<file path="config.mk">
export PLATFORM = sky130hd
export DESIGN_NAME = line_follower_steering_unit_flat
export DESIGN_NICKNAME = d
export VERILOG_FILES = /design/src/hdl/lfs_pkg.sv /design/src/hdl/lfs_req_if.sv /design/src/hdl/lfs_rsp_if.sv /design/src/hdl/line_follower_steering_unit.sv /design/src/hdl/lfs_filter.sv /design/src/flat_wrapper.sv
export SDC_FILE = /design/constraint.sdc
export NUM_CORES = 1
export LEC_CHECK = 0
export ABC_CLOCK_PERIOD_IN_PS = 5100
export BUFFER_PORTS_ARGS = -buffer_cell sky130_fd_sc_hd__buf_2
export CORE_MARGIN = 2
export CORE_UTILIZATION = 60
export CTS_CLUSTER_DIAMETER = 40
export DETAILED_ROUTE_END_ITERATION = 10
export GPL_TIMING_DRIVEN = 0
export HOLD_SLACK_MARGIN = 0.1
export MAX_ROUTING_LAYER = met4
export PLACE_DENSITY = 0.81
export REMOVE_ABC_BUFFERS = 1
export SLEW_MARGIN = 30
export SYNTH_ARGS = -nofsm -noshare
export SYNTH_HDL_FRONTEND = slang
export SYNTH_HIERARCHICAL = 1
export SYNTH_SLANG_ARGS = --single-unit
</file>
<file path="constraint.sdc">
create_clock -name clock -period 5.1 [get_ports clock]
set_input_delay 0.255 -clock clock [delete_from_list [all_inputs] [get_ports clock]]
set_output_delay 0.255 -clock clock [all_outputs]
set_load 0.01 [all_outputs]
</file>
<file path="src/hdl/lfs_pkg.sv">
// shared types, constants and helpers of the line follower steering unit
`default_nettype none

package lfs_pkg;

   // configuration register indexes
   localparam logic [2:0] REG_FILTER_WINDOW = 3'd0;
   localparam logic [2:0] REG_LINE_IS_HIGH  = 3'd1;
   localparam logic [2:0] REG_SEARCH_TICKS  = 3'd2;
   localparam logic [2:0] REG_SEARCH_SPEED  = 3'd3;
   localparam logic [2:0] REG_BASE_SPEED    = 3'd4;
   localparam logic [2:0] REG_TURN_DELTA    = 3'd5;

   localparam int CSR_INDEX_WIDTH = 3;
   localparam int CSR_DATA_WIDTH  = 15;

   // register reset values
   localparam logic [2:0]  RESET_FILTER_WINDOW = 3'd3;
   localparam logic        RESET_LINE_IS_HIGH  = 1'b1;
   localparam logic [14:0] RESET_SEARCH_TICKS  = 15'd50;
   localparam logic [7:0]  RESET_SEARCH_SPEED  = 8'd120;
   localparam logic [7:0]  RESET_BASE_SPEED    = 8'd150;
   localparam logic [7:0]  RESET_TURN_DELTA    = 8'd60;

   localparam int MAX_WINDOW = 5;
   localparam logic [7:0] SPEED_MAX = 8'd255;

   // remembered turn direction codes
   localparam logic signed [1:0] DIR_LEFT  = 2'sb11;
   localparam logic signed [1:0] DIR_NONE  = 2'sb00;
   localparam logic signed [1:0] DIR_RIGHT = 2'sb01;

   typedef struct packed {
      logic left;
      logic right;
   } sensor_type;

   // window values other than 1, 3 or 5 act as 3
   function automatic logic [2:0] eff_window(input logic [2:0] window);
      logic [2:0] result;
      result = 3'd3;
      if (window == 3'd1 || window == 3'd5) begin
         result = window;
      end
      return result;
   endfunction

   // majority over the first window entries of a history
   function automatic logic majority(input logic [4:0] bits, input logic [2:0] window);
      logic [1:0] count3;
      logic [2:0] count5;
      logic       result;
      count3 = 2'(bits[0]) + 2'(bits[1]) + 2'(bits[2]);
      count5 = 3'(count3) + 3'(bits[3]) + 3'(bits[4]);
      if (window == 3'd1) begin
         result = bits[0];
      end else if (window == 3'd5) begin
         result = (count5 >= 3'd3);
      end else begin
         result = (count3 >= 2'd2);
      end
      return result;
   endfunction

endpackage

`default_nettype wire

</file>
<file path="src/hdl/lfs_req_if.sv">
// sensor sample channel
`default_nettype none

interface lfs_req_if;
   logic valid;
   logic ready;
   logic raw_left;
   logic raw_right;

   modport source (output valid, output raw_left, output raw_right, input ready);
   modport sink   (input valid, input raw_left, input raw_right, output ready);
endinterface

`default_nettype wire

</file>
<file path="src/hdl/lfs_rsp_if.sv">
// wheel command channel
`default_nettype none

interface lfs_rsp_if;
   logic               valid;
   logic               ready;
   logic signed [8:0]  left_drive;
   logic signed [8:0]  right_drive;
   logic               in_search;
   logic signed [15:0] search_remaining;
   logic signed [1:0]  turn_memory;

   modport source (output valid, output left_drive, output right_drive, output in_search,
                   output search_remaining, output turn_memory, input ready);
   modport sink   (input valid, input left_drive, input right_drive, input in_search,
                   input search_remaining, input turn_memory, output ready);
endinterface

`default_nettype wire

</file>
<file path="src/hdl/line_follower_steering_unit.sv">
// top level of the line follower steering unit
`default_nettype none

// channel   direction  handshake     payload
// req_bus   in         valid/ready   raw_left, raw_right
// rsp_bus   out        valid/ready   left_drive, right_drive, in_search,
//                                    search_remaining, turn_memory
// csr_*     in         write enable  csr_index, csr_write_data (no read-back)
//
// an item is held in the input register, then the filter, countdown and steering
// logic run combinationally from it into the result register
// one item per cycle sustained unless rsp_bus stalls; the result register frees as taken
// a stalled result holds the pipe; req_bus.ready drops only when both stages are full
// synchronous active high reset clears histories, countdown, direction, valid flags

module line_follower_steering_unit #(
   parameter int HISTORY_DEPTH = 5
) (
   input  wire logic                                 clock,
   input  wire logic                                 reset,
   lfs_req_if.sink                                   req_bus,
   lfs_rsp_if.source                                 rsp_bus,
   input  wire logic                                 csr_write_enable,
   input  wire logic [lfs_pkg::CSR_INDEX_WIDTH-1:0]  csr_index,
   input  wire logic [lfs_pkg::CSR_DATA_WIDTH-1:0]   csr_write_data
);

   // configuration registers
   logic [2:0]  filter_window_ff;
   logic        line_is_high_ff;
   logic [14:0] search_ticks_ff;
   logic [7:0]  search_speed_ff;
   logic [7:0]  base_speed_ff;
   logic [7:0]  turn_delta_ff;

   // input stage
   logic                req_valid_ff;
   lfs_pkg::sensor_type sample_ff;

   // steering state
   logic signed [15:0] search_count_ff, search_count_in;
   logic signed [1:0]  last_dir_ff, last_dir_in;

   // result register
   logic               rsp_valid_ff;
   logic signed [8:0]  left_drive_ff, left_drive_in;
   logic signed [8:0]  right_drive_ff, right_drive_in;
   logic               in_search_ff, in_search_in;

   logic                out_free;
   logic                advance;
   lfs_pkg::sensor_type on_line;
   logic signed [8:0]   spin;
   logic signed [8:0]   slow;
   logic [8:0]          fast;
   logic [7:0]          slow_clamped, fast_clamped;

   // result register frees when empty or taken this cycle
   assign out_free = !rsp_valid_ff || rsp_bus.ready;
   assign advance = req_valid_ff && out_free;
   assign req_bus.ready = !req_valid_ff || out_free;

   always_ff @(posedge clock) begin
      if (reset) begin
         filter_window_ff <= lfs_pkg::RESET_FILTER_WINDOW;
         line_is_high_ff <= lfs_pkg::RESET_LINE_IS_HIGH;
         search_ticks_ff <= lfs_pkg::RESET_SEARCH_TICKS;
         search_speed_ff <= lfs_pkg::RESET_SEARCH_SPEED;
         base_speed_ff <= lfs_pkg::RESET_BASE_SPEED;
         turn_delta_ff <= lfs_pkg::RESET_TURN_DELTA;
      end else if (csr_write_enable) begin
         unique case (csr_index)
            lfs_pkg::REG_FILTER_WINDOW: filter_window_ff <= csr_write_data[2:0];
            lfs_pkg::REG_LINE_IS_HIGH:  line_is_high_ff <= csr_write_data[0];
            lfs_pkg::REG_SEARCH_TICKS:  search_ticks_ff <= csr_write_data[14:0];
            lfs_pkg::REG_SEARCH_SPEED:  search_speed_ff <= csr_write_data[7:0];
            lfs_pkg::REG_BASE_SPEED:    base_speed_ff <= csr_write_data[7:0];
            lfs_pkg::REG_TURN_DELTA:    turn_delta_ff <= csr_write_data[7:0];
            default: begin
               // unmapped index, write dropped
            end
         endcase
      end
   end

   // input register
   always_ff @(posedge clock) begin
      if (reset) begin
         req_valid_ff <= 1'b0;
      end else if (req_bus.ready) begin
         req_valid_ff <= req_bus.valid;
      end
   end

   always_ff @(posedge clock) begin
      if (req_bus.valid && req_bus.ready) begin
         sample_ff.left <= req_bus.raw_left;
         sample_ff.right <= req_bus.raw_right;
      end
   end

   lfs_filter #(
      .HISTORY_DEPTH(HISTORY_DEPTH)
   ) u_filter (
      .clock        (clock),
      .reset        (reset),
      .advance      (advance),
      .sample       (sample_ff),
      .window       (filter_window_ff),
      .line_is_high (line_is_high_ff),
      .on_line      (on_line)
   );

   // steering
   always_comb begin
      spin = $signed({1'b0, search_speed_ff});
      // base minus delta clamps at zero, base plus delta at full speed
      slow = $signed({1'b0, base_speed_ff}) - $signed({1'b0, turn_delta_ff});
      fast = {1'b0, base_speed_ff} + {1'b0, turn_delta_ff};
      slow_clamped = slow[8] ? 8'd0 : slow[7:0];
      fast_clamped = fast[8] ? lfs_pkg::SPEED_MAX : fast[7:0];

      search_count_in = 16'sd0;
      last_dir_in = last_dir_ff;
      in_search_in = 1'b0;
      left_drive_in = $signed({1'b0, base_speed_ff});
      right_drive_in = $signed({1'b0, base_speed_ff});

      unique if (!on_line.left && !on_line.right) begin
         // line lost: spin toward last turn, right when unknown
         in_search_in = 1'b1;
         if (search_count_ff <= 16'sd0) begin
            search_count_in = $signed({1'b0, search_ticks_ff}) - 16'sd1;
         end else begin
            search_count_in = search_count_ff - 16'sd1;
         end
         if (last_dir_ff == lfs_pkg::DIR_LEFT) begin
            left_drive_in = spin;
            right_drive_in = -spin;
         end else begin
            left_drive_in = -spin;
            right_drive_in = spin;
         end
      end else if (on_line.left && !on_line.right) begin
         left_drive_in = $signed({1'b0, slow_clamped});
         right_drive_in = $signed({1'b0, fast_clamped});
         last_dir_in = lfs_pkg::DIR_LEFT;
      end else if (!on_line.left && on_line.right) begin
         left_drive_in = $signed({1'b0, fast_clamped});
         right_drive_in = $signed({1'b0, slow_clamped});
         last_dir_in = lfs_pkg::DIR_RIGHT;
      end else begin
         last_dir_in = lfs_pkg::DIR_NONE;
      end
   end

   always_ff @(posedge clock) begin
      if (reset) begin
         search_count_ff <= 16'sd0;
         last_dir_ff <= lfs_pkg::DIR_NONE;
         rsp_valid_ff <= 1'b0;
      end else begin
         if (advance) begin
            search_count_ff <= search_count_in;
            last_dir_ff <= last_dir_in;
         end
         if (out_free) begin
            rsp_valid_ff <= advance;
         end
      end
   end

   // result payload
   always_ff @(posedge clock) begin
      if (advance) begin
         left_drive_ff <= left_drive_in;
         right_drive_ff <= right_drive_in;
         in_search_ff <= in_search_in;
      end
   end

   assign rsp_bus.valid = rsp_valid_ff;
   assign rsp_bus.left_drive = left_drive_ff;
   assign rsp_bus.right_drive = right_drive_ff;
   assign rsp_bus.in_search = in_search_ff;
   // countdown and direction registers change only when a new result loads
   assign rsp_bus.search_remaining = search_count_ff;
   assign rsp_bus.turn_memory = last_dir_ff;

   a_countdown_floor: assert property (@(posedge clock) disable iff (reset)
      search_count_ff >= -16'sd1)
      else $error("search countdown below minus one");

   a_on_line_clears_count: assert property (@(posedge clock) disable iff (reset)
      rsp_valid_ff && !in_search_ff |-> search_count_ff == 16'sd0
         && !left_drive_ff[8] && !right_drive_ff[8])
      else $error("on-line result with countdown or reverse drive");

   a_direction_code: assert property (@(posedge clock) disable iff (reset)
      last_dir_ff != 2'sb10)
      else $error("invalid remembered direction");

   a_spin_opposite: assert property (@(posedge clock) disable iff (reset)
      rsp_valid_ff && in_search_ff |-> left_drive_ff == -right_drive_ff)
      else $error("search spin wheels not opposite");

endmodule

`default_nettype wire

</file>
<file path="src/hdl/lfs_filter.sv">
// sensor histories, majority filter and polarity mapping
`default_nettype none

module lfs_filter #(
   parameter int HISTORY_DEPTH = 5
) (
   input  wire logic             clock,
   input  wire logic             reset,
   input  wire logic             advance,
   input  wire lfs_pkg::sensor_type sample,
   input  wire logic [2:0]       window,
   input  wire logic             line_is_high,
   output lfs_pkg::sensor_type   on_line
);

   localparam int IW = $clog2(HISTORY_DEPTH);

   logic [HISTORY_DEPTH-1:0] left_hist_ff, left_hist_in;
   logic [HISTORY_DEPTH-1:0] right_hist_ff, right_hist_in;
   logic [IW-1:0]            index_ff, index_in;
   logic [2:0]               wnd;
   logic [IW:0]              index_plus;
   logic                     vote_left, vote_right;

   always_comb begin
      wnd = lfs_pkg::eff_window(window);
      left_hist_in = left_hist_ff;
      right_hist_in = right_hist_ff;
      left_hist_in[index_ff] = sample.left;
      right_hist_in[index_ff] = sample.right;
      // wrap at the window, one subtract is enough since index stays below five
      index_plus = (IW+1)'(index_ff) + (IW+1)'(1);
      if (wnd == 3'd1) begin
         index_in = '0;
      end else if (index_plus >= (IW+1)'(wnd)) begin
         index_in = IW'(index_plus - (IW+1)'(wnd));
      end else begin
         index_in = IW'(index_plus);
      end
      vote_left = lfs_pkg::majority(left_hist_in[4:0], wnd);
      vote_right = lfs_pkg::majority(right_hist_in[4:0], wnd);
      on_line.left = line_is_high ? vote_left : ~vote_left;
      on_line.right = line_is_high ? vote_right : ~vote_right;
   end

   always_ff @(posedge clock) begin
      if (reset) begin
         left_hist_ff <= '0;
         right_hist_ff <= '0;
         index_ff <= '0;
      end else if (advance) begin
         left_hist_ff <= left_hist_in;
         right_hist_ff <= right_hist_in;
         index_ff <= index_in;
      end
   end

   a_index_in_window: assert property (@(posedge clock) disable iff (reset)
      index_ff < IW'(lfs_pkg::MAX_WINDOW))
      else $error("history index beyond largest window");

   a_hold_when_idle: assert property (@(posedge clock) disable iff (reset)
      !advance |=> $stable(index_ff) && $stable(left_hist_ff))
      else $error("history moved without an item");

   a_window_one_index: assert property (@(posedge clock) disable iff (reset)
      advance && lfs_pkg::eff_window(window) == 3'd1 |=> index_ff == '0)
      else $error("window one must keep index at zero");

endmodule

`default_nettype wire

</file>
<file path="src/flat_wrapper.sv">
// flat-port wrapper written by rule: the top's interface ports become plain ports
module line_follower_steering_unit_flat 
#(
   parameter int HISTORY_DEPTH = 5
)
  (clock, reset, csr_write_enable, csr_index, csr_write_data, req_bus_valid, req_bus_raw_left, req_bus_raw_right, req_bus_ready, rsp_bus_valid, rsp_bus_left_drive, rsp_bus_right_drive, rsp_bus_in_search, rsp_bus_search_remaining, rsp_bus_turn_memory, rsp_bus_ready);
  lfs_req_if req_bus_i ();
  lfs_rsp_if rsp_bus_i ();
  input  wire logic clock;
  input  wire logic reset;
  input  wire logic csr_write_enable;
  input  wire logic [lfs_pkg::CSR_INDEX_WIDTH-1:0] csr_index;
  input  wire logic [lfs_pkg::CSR_DATA_WIDTH-1:0] csr_write_data;
  input wire logic [$bits(req_bus_i.valid)-1:0] req_bus_valid;
  input wire logic [$bits(req_bus_i.raw_left)-1:0] req_bus_raw_left;
  input wire logic [$bits(req_bus_i.raw_right)-1:0] req_bus_raw_right;
  output wire logic [$bits(req_bus_i.ready)-1:0] req_bus_ready;
  output wire logic [$bits(rsp_bus_i.valid)-1:0] rsp_bus_valid;
  output wire logic [$bits(rsp_bus_i.left_drive)-1:0] rsp_bus_left_drive;
  output wire logic [$bits(rsp_bus_i.right_drive)-1:0] rsp_bus_right_drive;
  output wire logic [$bits(rsp_bus_i.in_search)-1:0] rsp_bus_in_search;
  output wire logic [$bits(rsp_bus_i.search_remaining)-1:0] rsp_bus_search_remaining;
  output wire logic [$bits(rsp_bus_i.turn_memory)-1:0] rsp_bus_turn_memory;
  input wire logic [$bits(rsp_bus_i.ready)-1:0] rsp_bus_ready;
  assign req_bus_i.valid = req_bus_valid;
  assign req_bus_i.raw_left = req_bus_raw_left;
  assign req_bus_i.raw_right = req_bus_raw_right;
  assign req_bus_ready = req_bus_i.ready;
  assign rsp_bus_valid = rsp_bus_i.valid;
  assign rsp_bus_left_drive = rsp_bus_i.left_drive;
  assign rsp_bus_right_drive = rsp_bus_i.right_drive;
  assign rsp_bus_in_search = rsp_bus_i.in_search;
  assign rsp_bus_search_remaining = rsp_bus_i.search_remaining;
  assign rsp_bus_turn_memory = rsp_bus_i.turn_memory;
  assign rsp_bus_i.ready = rsp_bus_ready;
  line_follower_steering_unit #(.HISTORY_DEPTH(HISTORY_DEPTH)) u_core (.clock(clock), .reset(reset), .req_bus(req_bus_i), .rsp_bus(rsp_bus_i), .csr_write_enable(csr_write_enable), .csr_index(csr_index), .csr_write_data(csr_write_data));
endmodule
</file>
==> flow_metrics.env <==
export IMPL_post_synth_and_or_nand_nor_area_fraction_pct=25.1
export IMPL_outcome="finished, final reports clean"
export IMPL_final_util_pct=67.1
export IMPL_grt_overflow_total=0
export IMPL_max_freq_mhz=205
export IMPL_wl_per_cell_microns=16.9
export IMPL_dominantRegCellSynth="dfxtp_1"
export IMPL_io_buffers=63
export IMPL_first_pass_iters=5
export IMPL_initial_core_util_pct=60.9
export IMPL_syn_cell_area_sq_mm=0.00618
export IMPL_path_cells="nor3_1 -> a21oi_1 -> fa_1 -> fa_1 -> inv_1 -> ha_1 -> nor2b_1 -> o21ai_0 -> o22ai_1 -> xnor2_2 -> inv_1 -> ha_2 -> nand2b_1 -> nor4_1 -> a21oi_2 -> o21ai_0 -> o21a_1 -> o31ai_1"
export IMPL_synth_compound_area_share_pct=19.3
export IMPL_maxCapViolCount=0
export IMPL_cts_buffer_depth=2
export IMPL_io_pins=64
export IMPL_drtIter0Drc=354
export IMPL_slew_limit_headroom_pct=36.9
export IMPL_power_switching_mw=1.33
export IMPL_drc=0
export IMPL_cpMaxStageDelayCell="nor3_1"
export IMPL_dieHeight_microns=105
export IMPL_syn_inst=763
export IMPL_die_x_microns=105
export IMPL_synth_edff_count=21
export IMPL_ys_ff_latch=97
export IMPL_die_area_sq_mm=0.0111
export IMPL_setup_viol=0
export IMPL_grt_start_max_net_pins=48
export IMPL_ff2ff_path_depth=18
export IMPL_clk_latency_ns=0.37
export IMPL_p_leak_nw=2.77
export IMPL_path_max_fanout=12
export IMPL_area_growth_pct=10.1
export IMPL_cts_tree="done"
export IMPL_avgSynthCellArea_sq_um=8.10
export IMPL_combPwrFrac_pct=51.0
export IMPL_clockPowerShare_pct=16.6
export IMPL_routabilityCongestion=0.923
export IMPL_grt_antenna_before_repair=0
export IMPL_vdd_drop_max_uv=482
export IMPL_hold_ws_ns=0.126
export IMPL_clock_skew_final_ns=0.0157
export IMPL_cp_required_ns=5.27
export IMPL_ys_warn_count=6
export IMPL_min_path_cells=3
export IMPL_synth_top_family_by_area="simple AND/OR/NAND/NOR gates"
export IMPL_muxShareOfSynthArea_pct=2.27
export IMPL_p_per_area_mw_per_mm2=454
export IMPL_arrival_ns=5.05
export IMPL_cts_htree_levels=3
export IMPL_grt_pass1_wl_microns=25600
export IMPL_layout_drive_gt1_share_pct=13.2
export IMPL_worst_pin_slew_ns=0.932
export IMPL_p_int_mw=1.75
export IMPL_power_mw=3.09
export IMPL_place_hpwl_microns=11700
export IMPL_timing_final_crit_period_ns=4.89
export IMPL_synthAdderAreaFrac_pct=8.14
export IMPL_period_share_pct=95.8
export IMPL_pwr_share_seq_pct=32.4
export IMPL_ys_seq_area_share_pct=34.8
export IMPL_routed_wl_microns=16000
export IMPL_path_clk_slew_ns=0.09
export IMPL_clock_sinks=97
export IMPL_via_per_inst=6.04
export IMPL_swShare_pct=43.2
export IMPL_grt_pass1_vias=5250
export IMPL_drv_slew=0
export IMPL_groute_usage_overall_pct=29.3
export IMPL_hold_violations=0
export IMPL_antennaDiodeCount=0
export IMPL_endpoint_kind="flip-flop"
export IMPL_finalNetCount=864
export IMPL_crit_type="flip-flop to flip-flop"
export IMPL_numCtsBuffers=9
export IMPL_nFillCells=860
export IMPL_start_kind="flip-flop"
export IMPL_crit_path_max_incr_delay_ns=0.49
export IMPL_antenna_left=0
export IMPL_yosysUniqueCellTypes=72
export IMPL_async_flop_share_pct=0
export IMPL_synth_xor_area_share_pct=5.10
export IMPL_num_rows=37
export IMPL_core_area_sq_mm=0.0101
export IMPL_ctsRootBufferMaster="clkbuf_8"
export IMPL_hold_class="input port to flip-flop"
export IMPL_num_vias=5704
## power groups by stage
stage	Sequential, mW	Clock, mW	Combinational (mW)
finish	1.00	0.512	1.57
global placement	1.01	0	1.45
detailed placement	1.01	0	1.50
global route	1.01	0.557	1.75
floorplan	1.03	0	1.09
CTS	0.998	0.521	1.51
## Yosys cell counts (9+ instances only)
| cell | number | area [sq um] |
|---|---|---|
| nand3b_1 | 19 | 143 |
| inv_1 | 37 | 139 |
| a21oi_1 | 51 | 255 |
| nand3_1 | 9 | 45.0 |
| nand2b_1 | 14 | 87.6 |
| nor3_1 | 21 | 105 |
| xor2_1 | 17 | 149 |
| o21ai_0 | 47 | 235 |
| nand2_1 | 124 | 465 |
| nor2b_1 | 12 | 75.1 |
| a31oi_1 | 11 | 68.8 |
| ha_1 | 29 | 363 |
| xnor2_1 | 19 | 166 |
| nor2_1 | 67 | 251 |
| clkbuf_1 | 28 | 105 |
| a211oi_1 | 15 | 113 |
| mux2i_1 | 14 | 140 |
| edfxtp_1 | 21 | 631 |
| dfxtp_1 | 76 | 1520 |
## registers in the layout, indices dropped and copies added (netlist names), 5 cells and up
| signal | flops |
|---|---|
| u_core/turn_delta_ff | 8 |
| u_core/base_speed_ff | 8 |
| u_core/rsp_bus.left_drive | 9 |
| u_core/u_filter/right_hist_ff | 5 |
| u_core/search_speed_ff | 8 |
| u_core/rsp_bus.search_remaining | 16 |
| u_core/search_ticks_ff | 15 |
| u_core/rsp_bus.right_drive | 9 |
| u_core/u_filter/left_hist_ff | 5 |
## placed cells by master (no fill, tap or decap), types with 4 or more instances in the layout
| master | instances |
|---|---|
| mux2i_1 | 13 |
| o2bb2ai_1 | 4 |
| nor4b_1 | 5 |
| dfxtp_1 | 75 |
| a31oi_1 | 11 |
| ha_1 | 26 |
| o21a_1 | 6 |
| nand3b_1 | 19 |
| fa_1 | 7 |
| a21o_1 | 4 |
| nand3_1 | 9 |
| o22ai_1 | 4 |
| inv_1 | 36 |
| xnor2_1 | 18 |
| nand2_1 | 124 |
| nor2_1 | 66 |
| o21ai_1 | 4 |
| nor2b_1 | 12 |
| edfxtp_1 | 21 |
| nor4_1 | 6 |
| xor2_1 | 17 |
| a211o_1 | 5 |
| o21ai_0 | 46 |
| or3_1 | 4 |
| o221ai_1 | 4 |
| clkbuf_8 | 10 |
| o31a_1 | 5 |
| a21oi_1 | 50 |
| buf_2 | 63 |
| a211oi_1 | 15 |
| nand2b_1 | 14 |
| nor3_1 | 21 |
## per-stage QoR
| step | setup TNS [ns] | setup slack [ns] | std cells | cell area, sq um |
|---|---|---|---|---|
| floorplan | 0 | 0.554 | 724 | 6000 |
| global placement | -4.05 | -0.448 | 923 | 6480 |
| detailed placement | -0.338 | -0.238 | 924 | 6510 |
| CTS | 0 | 0.0293 | 943 | 6750 |
| global route | -0.155 | -0.0748 | 944 | 6800 |
| finish | 0 | 0.214 | 944 | 6800 |
## layer usage
layer  track usage, %  vias up  part of all wire [%]
met5                -        -                     0
met4             8.48        0                   2.3
met3             4.27       35                   5.6
met2             47.5      200                    47
met1             38.4     2707                    45
li1                 -     2762                     -
## worst max-delay path, delay by kind of cell (launching register included)
kind	cells	cell delay, ns
buffers and inverters	2	0.20
adder cells (fa/ha/maj)	4	1.38
flip-flops	1	0.47
XOR/XNOR	1	0.24
AO/OA/AOI/OAI	7	1.48
AND/OR/NAND/NOR	4	0.90
## layout make-up
| cell class | instances | area (sq um) | area share (%) |
|---|---|---|---|
| Clock buffer | 11 | 141 | 2.08 |
| Clock inverter | 5 | 61.3 | 0.901 |
| Timing Repair Buffer | 68 | 380 | 5.59 |
| Inverter | 38 | 144 | 2.11 |
| Tap cell | 136 | 170 | 2.50 |
| Sequential cell | 97 | 2150 | 31.6 |
| Multi-Input combinational cell | 589 | 3750 | 55.2 |
## final timing paths
check                                   startpoint                          endpoint  slack, ns
setup reg to reg       u_core/u_filter/index_ff[0]     u_core/rsp_bus.right_drive[2]       0.21
setup / recovery       u_core/u_filter/index_ff[0]     u_core/rsp_bus.right_drive[2]       0.21
hold reg to reg   u_core/u_filter/right_hist_ff[0]  u_core/u_filter/right_hist_ff[0]       0.49
hold / removal                   csr_write_data[8]         u_core/search_ticks_ff[8]       0.13
## kinds of logic (layout without fill, tap and decap cells)
logic type	Yosys count	count (layout)
and+or+nand+nor	314	314
AOI/OAI and AO/OA	188	188
DFF	97	97
buffers and inverters	77	122
adders and majority gates	36	36
xor gates and xnor gates	36	36
muxes	14	14
other	1	1
## timing repair
item / CTS / global route
hold endpoints to repair: 3 / 0
hold buffers: 3 / 0
gates cloned: 0 / 0
setup buffers: 0 / 1
endpoints found under the setup margin: 5 / 23
gates resized for setup: 3 / 6
pin swaps: 0 / 0
(Power assumes the default switching activity.)
